`config.mk`:
```
export PLATFORM = sky130hd
export DESIGN_NAME = hsb_color_fade_interpolator
export DESIGN_NICKNAME = d
export VERILOG_FILES = /design/src/design/hcfi_pkg.sv /design/src/design/hsb_color_fade_interpolator.sv
export VERILOG_INCLUDE_DIRS = /design/src /design/src/design
export SDC_FILE = /design/constraint.sdc
export NUM_CORES = 2
export LEC_CHECK = 0
export ABC_CLOCK_PERIOD_IN_PS = 11040
export BUFFER_PORTS_ARGS = -buffer_cell sky130_fd_sc_hd__buf_2
export CAP_MARGIN = 20
export CORE_MARGIN = 2
export CORE_UTILIZATION = 60
export DETAILED_ROUTE_END_ITERATION = 6
export PLACE_DENSITY_LB_ADDON = 0.05
export SETUP_SLACK_MARGIN = 0.5
export SYNTH_ARGS = -nofsm -noshare
export SYNTH_HDL_FRONTEND = slang
export SYNTH_SLANG_ARGS = --single-unit
```
`constraint.sdc`:
```
create_clock -name i_clk -period 11.04 [get_ports i_clk]
set_clock_uncertainty 0.2 [all_clocks]
set_input_delay 1.656 -clock i_clk [delete_from_list [all_inputs] [get_ports i_clk]]
set_output_delay 1.656 -clock i_clk [all_outputs]
set_load 0.02 [all_outputs]
```
`src/design/hsb_color_fade_interpolator_assert.svh`:
```
// Assertion macros for the HSB color fade interpolator.
`ifndef HSB_COLOR_FADE_INTERPOLATOR_ASSERT_SVH
`define HSB_COLOR_FADE_INTERPOLATOR_ASSERT_SVH

`ifndef SYNTHESIS

// Same-cycle implication, disabled while reset is low.
`define HCFI_ASSERT_IMPL(label, clk, rst_n, lhs, rhs) \
    label: assert property (@(posedge clk) disable iff (!(rst_n)) (lhs) |-> (rhs)) \
        else $error("hcfi assertion failed");

// Next-cycle implication, disabled while reset is low.
`define HCFI_ASSERT_NEXT(label, clk, rst_n, lhs, rhs) \
    label: assert property (@(posedge clk) disable iff (!(rst_n)) (lhs) |=> (rhs)) \
        else $error("hcfi assertion failed");

`else

`define HCFI_ASSERT_IMPL(label, clk, rst_n, lhs, rhs)
`define HCFI_ASSERT_NEXT(label, clk, rst_n, lhs, rhs)

`endif

`endif

```
`src/design/hcfi_pkg.sv`:
```
// Package for the HSB color fade interpolator: types and constants.
package hcfi_pkg;

    localparam int TIME_BITS_DEF = 32;

    localparam int NUM_CH  = 5;
    localparam int CH_HUE  = 0;
    localparam int CH_SAT  = 1;
    localparam int CH_BRI  = 2;
    localparam int CH_W1   = 3;
    localparam int CH_W2   = 4;

    localparam int Q_BITS   = 7;   // percent quotient 0..99
    localparam int DIV_STG  = Q_BITS;

    localparam logic [6:0]  PCT_FULL    = 7'd100;
    localparam logic [12:0] RECIP_100   = 13'd5243;  // ceil(2^19 / 100)
    localparam int          RECIP_SHIFT = 19;
    localparam logic [17:0] ROUND_99    = 18'd99;

    localparam logic signed [10:0] HUE_HALF = 11'sd180;
    localparam logic signed [10:0] HUE_FULL = 11'sd360;

    typedef enum logic [2:0] {
        REG_TARGET_HUE  = 3'd0,
        REG_TARGET_SAT  = 3'd1,
        REG_TARGET_BRI  = 3'd2,
        REG_TARGET_W1   = 3'd3,
        REG_TARGET_W2   = 3'd4,
        REG_START_TIME  = 3'd5,
        REG_DURATION    = 3'd6
    } t_cfg_reg;

    typedef struct packed {
        logic [NUM_CH-1:0][8:0] from;
        logic [NUM_CH-1:0][9:0] diff;   // signed target minus source, hue on short path
    } t_color;

    typedef struct packed {
        logic early;    // now earlier than start
        logic ge;       // elapsed >= duration
        logic done;     // elapsed > duration
    } t_flags;

endpackage

```
`src/design/hsb_color_fade_interpolator.sv`:
```
// HSB color fade interpolator: pipelined percent divider and channel blend.
//
//  channel | handshake                  | payload
//  --------+----------------------------+------------------------------------------
//  input   | i_valid / o_stall          | i_now_time, i_from_hue, i_from_* levels
//  output  | o_valid / i_stall          | o_out_hue, o_out_* levels, o_completed
//  config  | i_cfg_valid / o_cfg_ready  | i_cfg_index, i_cfg_data
//
// One transaction per cycle sustained while i_stall is low; twelve register
// stages in all. Seven of the stages are the restoring division that produces
// the percent, one quotient bit each.
// Synchronous active-low reset clears stage valid bits and the configuration registers.
// Stages advance whenever the next one is empty or moving, so bubbles collapse
// and input is taken while a result waits on a stalled output.
`include "hsb_color_fade_interpolator_assert.svh"

module hsb_color_fade_interpolator #(
    parameter int TIME_BITS = hcfi_pkg::TIME_BITS_DEF
) (
    input  logic                 i_clk,
    input  logic                 i_rst_n,

    input  logic                 i_valid,
    output logic                 o_stall,
    input  logic [TIME_BITS-1:0] i_now_time,
    input  logic [8:0]           i_from_hue,
    input  logic [6:0]           i_from_saturation,
    input  logic [6:0]           i_from_brightness,
    input  logic [6:0]           i_from_white_one,
    input  logic [6:0]           i_from_white_two,

    output logic                 o_valid,
    input  logic                 i_stall,
    output logic [8:0]           o_out_hue,
    output logic [6:0]           o_out_saturation,
    output logic [6:0]           o_out_brightness,
    output logic [6:0]           o_out_white_one,
    output logic [6:0]           o_out_white_two,
    output logic                 o_completed,

    input  logic                 i_cfg_valid,
    output logic                 o_cfg_ready,
    input  logic [2:0]           i_cfg_index,
    input  logic [TIME_BITS-1:0] i_cfg_data
);

    localparam int NCH  = hcfi_pkg::NUM_CH;
    localparam int NDIV = hcfi_pkg::DIV_STG;
    localparam int RW   = TIME_BITS + hcfi_pkg::Q_BITS;
    localparam int S_IN  = 0;
    localparam int S_CMP = 1;
    localparam int S_DV0 = 2;
    localparam int S_MUL = S_DV0 + NDIV;
    localparam int S_REC = S_MUL + 1;
    localparam int S_OUT = S_REC + 1;
    localparam int NSTG  = S_OUT + 1;

    // ---------------- configuration ----------------
    logic [8:0]           r_tgt_hue;
    logic [6:0]           r_tgt_sat, r_tgt_bri, r_tgt_w1, r_tgt_w2;
    logic [TIME_BITS-1:0] r_start, r_duration;

    assign o_cfg_ready = 1'b1;

    always_ff @(posedge i_clk) begin
        if (!i_rst_n) begin
            r_tgt_hue  <= '0;
            r_tgt_sat  <= '0;
            r_tgt_bri  <= '0;
            r_tgt_w1   <= '0;
            r_tgt_w2   <= '0;
            r_start    <= '0;
            r_duration <= '0;
        end else if (i_cfg_valid && o_cfg_ready) begin
            unique case (hcfi_pkg::t_cfg_reg'(i_cfg_index))
                hcfi_pkg::REG_TARGET_HUE: r_tgt_hue  <= i_cfg_data[8:0];
                hcfi_pkg::REG_TARGET_SAT: r_tgt_sat  <= i_cfg_data[6:0];
                hcfi_pkg::REG_TARGET_BRI: r_tgt_bri  <= i_cfg_data[6:0];
                hcfi_pkg::REG_TARGET_W1:  r_tgt_w1   <= i_cfg_data[6:0];
                hcfi_pkg::REG_TARGET_W2:  r_tgt_w2   <= i_cfg_data[6:0];
                hcfi_pkg::REG_START_TIME: r_start    <= i_cfg_data;
                hcfi_pkg::REG_DURATION:   r_duration <= i_cfg_data;
                default: ;
            endcase
        end
    end

    // ---------------- pipeline control ----------------
    logic [NSTG-1:0] r_vld;
    logic [NSTG-1:0] w_adv;

    always_comb begin
        w_adv[NSTG-1] = !r_vld[NSTG-1] || !i_stall;
        for (int k = NSTG - 2; k >= 0; k--) begin
            w_adv[k] = !r_vld[k] || w_adv[k+1];
        end
    end

    assign o_stall = !w_adv[S_IN];
    assign o_valid = r_vld[S_OUT];

    always_ff @(posedge i_clk) begin
        if (!i_rst_n) begin
            r_vld <= '0;
        end else begin
            for (int k = 0; k < NSTG; k++) begin
                if (w_adv[k]) begin
                    r_vld[k] <= (k == S_IN) ? i_valid : r_vld[(k == S_IN) ? 0 : k - 1];
                end
            end
        end
    end

    // ---------------- stage 0: elapsed time, channel differences ----------------
    logic [TIME_BITS:0]    w_elapsed;
    hcfi_pkg::t_color      w_col_in;
    logic [NCH-1:0][8:0]   w_tgt;
    logic signed [10:0]    w_dh;
    logic signed [10:0]    w_dh_adj;
    logic signed [10:0]    w_dl;

    logic [TIME_BITS-1:0]  r_s0_elapsed;
    logic                  r_s0_before;
    hcfi_pkg::t_color      r_s0_col;

    assign w_elapsed = {1'b0, i_now_time} - {1'b0, r_start};

    always_comb begin
        w_tgt[hcfi_pkg::CH_HUE] = r_tgt_hue;
        w_tgt[hcfi_pkg::CH_SAT] = {2'b00, r_tgt_sat};
        w_tgt[hcfi_pkg::CH_BRI] = {2'b00, r_tgt_bri};
        w_tgt[hcfi_pkg::CH_W1]  = {2'b00, r_tgt_w1};
        w_tgt[hcfi_pkg::CH_W2]  = {2'b00, r_tgt_w2};
        w_col_in.from[hcfi_pkg::CH_HUE] = i_from_hue;
        w_col_in.from[hcfi_pkg::CH_SAT] = {2'b00, i_from_saturation};
        w_col_in.from[hcfi_pkg::CH_BRI] = {2'b00, i_from_brightness};
        w_col_in.from[hcfi_pkg::CH_W1]  = {2'b00, i_from_white_one};
        w_col_in.from[hcfi_pkg::CH_W2]  = {2'b00, i_from_white_two};

        // hue goes the short way round; the adjusted difference stays within +-180
        w_dh = $signed({2'b00, w_tgt[hcfi_pkg::CH_HUE]})
             - $signed({2'b00, w_col_in.from[hcfi_pkg::CH_HUE]});
        if (w_dh > hcfi_pkg::HUE_HALF) begin
            w_dh_adj = w_dh - hcfi_pkg::HUE_FULL;
        end else if (w_dh < -hcfi_pkg::HUE_HALF) begin
            w_dh_adj = w_dh + hcfi_pkg::HUE_FULL;
        end else begin
            w_dh_adj = w_dh;
        end
        w_col_in.diff[hcfi_pkg::CH_HUE] = w_dh_adj[9:0];

        w_dl = '0;
        for (int c = 1; c < NCH; c++) begin
            w_dl = $signed({2'b00, w_tgt[c]}) - $signed({2'b00, w_col_in.from[c]});
            w_col_in.diff[c] = w_dl[9:0];
        end
    end

    always_ff @(posedge i_clk) begin
        if (w_adv[S_IN]) begin
            r_s0_elapsed <= w_elapsed[TIME_BITS-1:0];
            r_s0_before  <= w_elapsed[TIME_BITS];
            r_s0_col     <= w_col_in;
        end
    end

    // ---------------- stage 1: duration compare, numerator 100 * elapsed ----------------
    logic [TIME_BITS:0]    w_cmp;
    logic [RW-1:0]         w_e_ext;
    logic [RW-1:0]         r_s1_num;
    hcfi_pkg::t_flags      r_s1_flg;
    hcfi_pkg::t_color      r_s1_col;

    assign w_cmp   = {1'b0, r_s0_elapsed} - {1'b0, r_duration};
    assign w_e_ext = {{hcfi_pkg::Q_BITS{1'b0}}, r_s0_elapsed};

    always_ff @(posedge i_clk) begin
        if (w_adv[S_CMP]) begin
            r_s1_num        <= (w_e_ext << 6) + (w_e_ext << 5) + (w_e_ext << 2);
            r_s1_flg.early  <= r_s0_before;
            r_s1_flg.ge     <= !w_cmp[TIME_BITS];
            r_s1_flg.done   <= !r_s0_before && !w_cmp[TIME_BITS]
                            && (w_cmp[TIME_BITS-1:0] != '0);
            r_s1_col        <= r_s0_col;
        end
    end

    // ---------------- stages 2..8: restoring division, one quotient bit each ----------------
    logic [RW-1:0]                  r_d_rem [NDIV];
    logic [hcfi_pkg::Q_BITS-1:0]    r_d_q   [NDIV];
    hcfi_pkg::t_flags               r_d_flg [NDIV];
    hcfi_pkg::t_color               r_d_col [NDIV];

    for (genvar j = 0; j < NDIV; j++) begin : g_div
        logic [RW-1:0]               w_rem_in;
        logic [hcfi_pkg::Q_BITS-1:0] w_q_in;
        hcfi_pkg::t_flags            w_flg_in;
        hcfi_pkg::t_color            w_col_in_d;
        logic [RW-1:0]               w_dsh;
        logic [RW:0]                 w_sub;

        if (j == 0) begin : g_first
            assign w_rem_in   = r_s1_num;
            assign w_q_in     = '0;
            assign w_flg_in   = r_s1_flg;
            assign w_col_in_d = r_s1_col;
        end else begin : g_next
            assign w_rem_in   = r_d_rem[j-1];
            assign w_q_in     = r_d_q[j-1];
            assign w_flg_in   = r_d_flg[j-1];
            assign w_col_in_d = r_d_col[j-1];
        end

        assign w_dsh = {{hcfi_pkg::Q_BITS{1'b0}}, r_duration} << (NDIV - 1 - j);
        assign w_sub = {1'b0, w_rem_in} - {1'b0, w_dsh};

        always_ff @(posedge i_clk) begin
            if (w_adv[S_DV0 + j]) begin
                r_d_rem[j] <= w_sub[RW] ? w_rem_in : w_sub[RW-1:0];
                r_d_q[j]   <= {w_q_in[hcfi_pkg::Q_BITS-2:0], !w_sub[RW]};
                r_d_flg[j] <= w_flg_in;
                r_d_col[j] <= w_col_in_d;
            end
        end
    end

    // ---------------- stage 9: percent select, difference times percent ----------------
    logic [6:0]                 w_pct;
    logic signed [17:0]         r_s9_x    [NCH];
    logic [NCH-1:0][8:0]        r_s9_from;
    logic                       r_s9_done;

    always_comb begin
        if (r_d_flg[NDIV-1].early) begin
            w_pct = '0;
        end else if (r_d_flg[NDIV-1].ge) begin
            w_pct = hcfi_pkg::PCT_FULL;
        end else begin
            w_pct = r_d_q[NDIV-1];
        end
    end

    always_ff @(posedge i_clk) begin
        if (w_adv[S_MUL]) begin
            for (int c = 0; c < NCH; c++) begin
                r_s9_x[c] <= $signed(r_d_col[NDIV-1].diff[c]) * $signed({1'b0, w_pct});
            end
            r_s9_from <= r_d_col[NDIV-1].from;
            r_s9_done <= r_d_flg[NDIV-1].done;
        end
    end

    // ---------------- stage 10: floor division by 100 via reciprocal ----------------
    logic [17:0]                w_mag     [NCH];
    logic [27:0]                r_s10_prod [NCH];
    logic [NCH-1:0]             r_s10_neg;
    logic [NCH-1:0][8:0]        r_s10_from;
    logic                       r_s10_done;

    always_comb begin
        for (int c = 0; c < NCH; c++) begin
            // negative: floor(x/100) = -floor((|x| + 99) / 100)
            w_mag[c] = r_s9_x[c][17] ? (18'(-r_s9_x[c]) + hcfi_pkg::ROUND_99)
                                     : 18'(r_s9_x[c]);
        end
    end

    always_ff @(posedge i_clk) begin
        if (w_adv[S_REC]) begin
            for (int c = 0; c < NCH; c++) begin
                r_s10_prod[c] <= 28'(w_mag[c][14:0]) * 28'(hcfi_pkg::RECIP_100);
                r_s10_neg[c]  <= r_s9_x[c][17];
            end
            r_s10_from <= r_s9_from;
            r_s10_done <= r_s9_done;
        end
    end

    // ---------------- stage 11: add source, wrap hue, output register ----------------
    logic [8:0]                 w_qd  [NCH];
    logic signed [10:0]         w_sum [NCH];
    logic signed [10:0]         w_hue;

    always_comb begin
        for (int c = 0; c < NCH; c++) begin
            w_qd[c]  = r_s10_prod[c][hcfi_pkg::RECIP_SHIFT +: 9];
            w_sum[c] = r_s10_neg[c]
                     ? $signed({2'b00, r_s10_from[c]}) - $signed({2'b00, w_qd[c]})
                     : $signed({2'b00, r_s10_from[c]}) + $signed({2'b00, w_qd[c]});
        end
        // blended hue lies in -180..691, one correction reaches 0..359
        if (w_sum[hcfi_pkg::CH_HUE] < 0) begin
            w_hue = w_sum[hcfi_pkg::CH_HUE] + hcfi_pkg::HUE_FULL;
        end else if (w_sum[hcfi_pkg::CH_HUE] >= hcfi_pkg::HUE_FULL) begin
            w_hue = w_sum[hcfi_pkg::CH_HUE] - hcfi_pkg::HUE_FULL;
        end else begin
            w_hue = w_sum[hcfi_pkg::CH_HUE];
        end
    end

    logic [8:0] r_out_hue;
    logic [6:0] r_out_sat, r_out_bri, r_out_w1, r_out_w2;
    logic       r_out_done;

    always_ff @(posedge i_clk) begin
        if (w_adv[S_OUT]) begin
            r_out_hue  <= w_hue[8:0];
            r_out_sat  <= w_sum[hcfi_pkg::CH_SAT][6:0];
            r_out_bri  <= w_sum[hcfi_pkg::CH_BRI][6:0];
            r_out_w1   <= w_sum[hcfi_pkg::CH_W1][6:0];
            r_out_w2   <= w_sum[hcfi_pkg::CH_W2][6:0];
            r_out_done <= r_s10_done;
        end
    end

    assign o_out_hue        = r_out_hue;
    assign o_out_saturation = r_out_sat;
    assign o_out_brightness = r_out_bri;
    assign o_out_white_one  = r_out_w1;
    assign o_out_white_two  = r_out_w2;
    assign o_completed      = r_out_done;

    // ---------------- assertions ----------------
    `HCFI_ASSERT_IMPL(a_hue_in_range, i_clk, i_rst_n, o_valid, r_out_hue < 9'd360)
    `HCFI_ASSERT_IMPL(a_empty_out_no_stall, i_clk, i_rst_n, !r_vld[S_OUT], !o_stall)
    `HCFI_ASSERT_IMPL(a_done_needs_full, i_clk, i_rst_n, r_vld[S_DV0],
                      !r_d_flg[0].done || (r_d_flg[0].ge && !r_d_flg[0].early))
    `HCFI_ASSERT_NEXT(a_stalled_result_kept, i_clk, i_rst_n, o_valid && i_stall, o_valid)

endmodule

```
==> flow_metrics.py <==
metrics = {
    "timing": {
        "final_max_slew_viol_count": 0,
        "postLayoutSetupSlackWorst_ps": 2981,
        "fmax_mhz": 124.1,
        "worst_slew_pin_slew_ps": 1116,
        "setup-violations-final": 0,
        "grt_setup_unrepaired": "no",
        "slew_headroom_pct": 23.65,
        "period_share_pct": 73.00,
        "fin_crit_ps": 8059,
        "finalSetupTns_ps": 0,
        "hold_violations": 0,
    },
    "worst_setup_path": {
        "startpoint_type": "flop",
        "crit_required_ps": 11410,
        "crit_slowest_cell": "a2111oi_0",
        "critPathMaxStageDelay_ps": 880,
        "critPathCapture": "r_s10_prod[1][25]",
        "cp-end-kind": "flop",
        "timing.rr.start": "r_s9_x[0][20]",
        "worstSetupPathType": "flop to flop",
        "critPathMaxFanout": 9,
        "r2r_end": "r_s10_prod[1][25]",
        "crit_arrival_ps": 8430,
        "reg2reg_depth": 25,
        "startpoint": "r_s9_x[0][20]",
        "rrSetupSlack_ps": 2980,
    },
    "global_route": {
        "met3_usage_pct": 3.076,
        "gr-total-overflow": 0,
        "grt_util_met1_pct": 36.00,
        "grtUsageTotal_pct": 24.71,
        "grt_pass1_vias": 59416,
        "antenna_found_initial": 14,
        "grt_max_degree": 114,
        "grt_pass1_wl_um": 316600,
        "grt.met2_usage_pct": 39.60,
        "top_usage_layer": "met2",
    },
    "clock_network": {
        "cts.repair.resized": 0,
        "path_clk_slew_ps": 60,
        "cts_sinks": 1405,
        "postCtsSetupBuffers": 0,
        "cts_hold_buf": 0,
        "cts_tree": "done",
        "cts_buffer_depth": 3,
        "cts_max_level": 4,
        "root_buffer": "clkbuf_16",
        "insertion_delay_ps": 830,
        "cts_buffers": 150,
    },
    "synthesis": {
        "synth_top_area_share_pct": 40.83,
        "syn_avg_cell_area_um2": 11.54,
        "synth_warnings": 0,
        "yosysTopAreaCell": "edfxtp_1",
        "ys.flop_type": "edfxtp_1",
        "ys_ff_latch": 1405,
        "synth_edf_count": 1292,
        "synth.distinct_cells": 81,
        "synth-async-reset-ratio_pct": 0,
        "ys_seq_area_share_pct": 43.21,
        "syn_area_um2": 95030,
        "syn_nets": 10046,
        "syn_inst": 8238,
        "ys_top_cells_by_area": "edfxtp_1 (41%), ha_1 (14%), fa_1 (13%), inv_1 (5.5%), xnor2_1 (2.8%)",
    },
    "final_layout": {
        "area_growth_pct": 9.107,
        "design_area_um2": 103700,
        "seq_area_um2": 41060,
        "nFillCells": 12254,
        "fin_cells": 10647,
        "final_nets": 10258,
        "multiInputGateArea_um2": 48300,
        "antennaDiodeCount": 0,
        "drive_above_1_share_pct": 6.367,
    },
    "detailed_routing": {
        "vias": 58616,
        "drtAntennaViolNets": 0,
        "wl_per_cell_um": 18.31,
        "first_iter_violations": 3455,
        "wirelength_um": 194900,
        "viasPerCell": 5.505,
        "drc": 0,
        "dr.pass1.iters": 6,
    },
    "die": {
        "dieArea_um2": 161600,
        "pin_count": 150,
        "placementRows": 146,
        "initial_core_util_pct": 60.21,
        "fp.dieH_um": 402.0,
        "core-area_um2": 157800,
        "die_w_um": 402.0,
    },
    "status": {
        "status": "finished, final reports clean",
    },
    "placement": {
        "dp.cells": 10368,
        "placement.io_buffers": 148,
        "place_ws_ps": 2891,
        "globalplace.congestion": 0.9127,
        "place_area_um2": 98270,
        "hpwl_um": 151700,
    },
    "min_path": {
        "hold_start": "r_d_col[6][68]",
        "worst_hold_path_type": "flop to flop",
    },
    "run": {
        "cap_violations": 0,
    },
}
-- through the flow --
step,utilization (%),hold WS [ps]
3_3_place_gp,62.27,200.4
4_1_cts,65.68,166.2
5_1_grt,65.69,166.0
2_1_floorplan,-,200.3
3_5_place_dp,62.27,204.5
6_report,65.69,173.0
-- per-layer routing --
metal / vias to the layer above / share of wire, %
met5: - / 0.029
met4: 8 / 2.2
met3: 251 / 4.5
met2: 1185 / 46
met1: 28514 / 47
li1: 28658 / -
-- cells in the final DEF (no fill, tap or decap), drive strengths merged, types with 13 or more instances in the layout --
cell	netlist	layout
ha	1070	1070
or2	24	24
o21a	79	79
a211oi	27	27
edfxtp	1292	1292
o21ai	328	328
mux2	33	33
nor3	78	78
and2	145	145
o31a	13	13
mux2i	45	45
nor2b	98	98
a21o	207	207
bufinv	0	20
and3	162	162
nand2	528	528
a21boi	101	101
a31oi	36	36
o31ai	41	41
dfxtp	113	113
or3	40	40
o21bai	43	43
xor2	203	203
nand2b	99	99
a21oi	392	392
fa	629	629
inv	1398	1405
nand3	56	56
nand4	42	42
buf	17	192
xnor2	302	302
a31o	17	17
clkbuf	115	174
nor2	276	276
a211o	16	16
clkinv	0	64
nor4	15	15
-- logic make-up (layout without fill, tap and decap cells) --
| group | after synthesis | after routing | synth area share (%) |
|---|---|---|---|
| AO/OA/AOI/OAI | 1424 | 1424 | 9.581 |
| other | 1 | 1 | 0.003946 |
| flip-flops | 1405 | 1405 | 43.21 |
| multiplexers | 78 | 78 | 0.8650 |
| buffers and inverters | 1530 | 1867 | 6.073 |
| AND/OR/NAND/NOR | 1596 | 1596 | 8.279 |
| adder cells (fa/ha/maj) | 1699 | 1699 | 27.34 |
| XOR/XNOR | 505 | 505 | 4.654 |
-- worst min-delay path by stage --
stage,endpoint,slack [ps],cells past startpoint
CTS,r_d_col[4][36],170,0
global route,r_d_col[4][36],170,0
finish,r_s9_from[18],170,0
global placement,r_d_col[4][61],200,0
detailed placement,g_div[0].w_col_in_d[11],200,0
floorplan,g_div[0].w_col_in_d[0],200,0
-- flip-flops by register name, indices dropped and copies added (netlist names), 9 cells and up --
| register | cells |
|---|---|
| r_d_col | 553 |
| r_d_rem | 223 |
| r_s9_x | 80 |
| g_div.w_col_in_d | 79 |
| r_s0_col | 79 |
| g_div.w_rem_in | 37 |
| r_s10_from | 37 |
| r_s10_prod | 37 |
| r_s9_from | 37 |
| r_duration | 32 |
| r_s0_elapsed | 32 |
| r_start | 32 |
| r_d_q | 28 |
| r_d_flg | 21 |
| r_vld | 12 |
| o_out_hue | 9 |
| r_tgt_hue | 9 |
-- cells in the mapped netlist, types with 10 or more instances --
cell	number
edfxtp_1	1292
a211o_1	16
a2111oi_0	10
fa_1	629
a31oi_1	36
or3_1	40
clkbuf_1	115
nand2b_1	99
o21a_1	79
a21boi_0	99
ha_1	1070
nor3_1	78
mux2i_1	45
o31a_1	12
a21o_1	207
nor2_1	276
nand4_1	42
a31o_2	17
dfxtp_1	113
xnor2_1	302
nor2b_1	97
nand3_1	56
o21ai_1	11
xor2_1	203
o2111ai_1	10
or2_2	24
o21ai_0	317
or4_1	11
o31ai_1	40
o41ai_1	11
o21bai_1	43
nor4_1	15
inv_1	1396
and2_1	145
a311oi_1	11
nand2_1	528
and3_1	162
a211oi_1	27
a221o_1	10
mux2_2	33
buf_2	14
a21oi_1	389
-- critical path, delay by kind of cell, from the launching register on --
family	cells	cell delay (ps)
fa+ha+maj	7	2840
xor+xnor	2	810
compound gates	8	2540
flops	1	460
simple gates	4	590
buf+inv	4	390
-- final cells by class --
class / instances / share of cell area, %
clock inverter: 103 / 1.379
timing repair buffer: 192 / 1.045
inverter: 1398 / 5.078
tap: 2072 / 2.500
multi-input combinational: 5303 / 46.58
sequential: 1405 / 39.60
clock buffer: 174 / 3.814
Power is not shown: default switching activity piles up to over one toggle a cycle in this logic, so the estimate is an artifact.
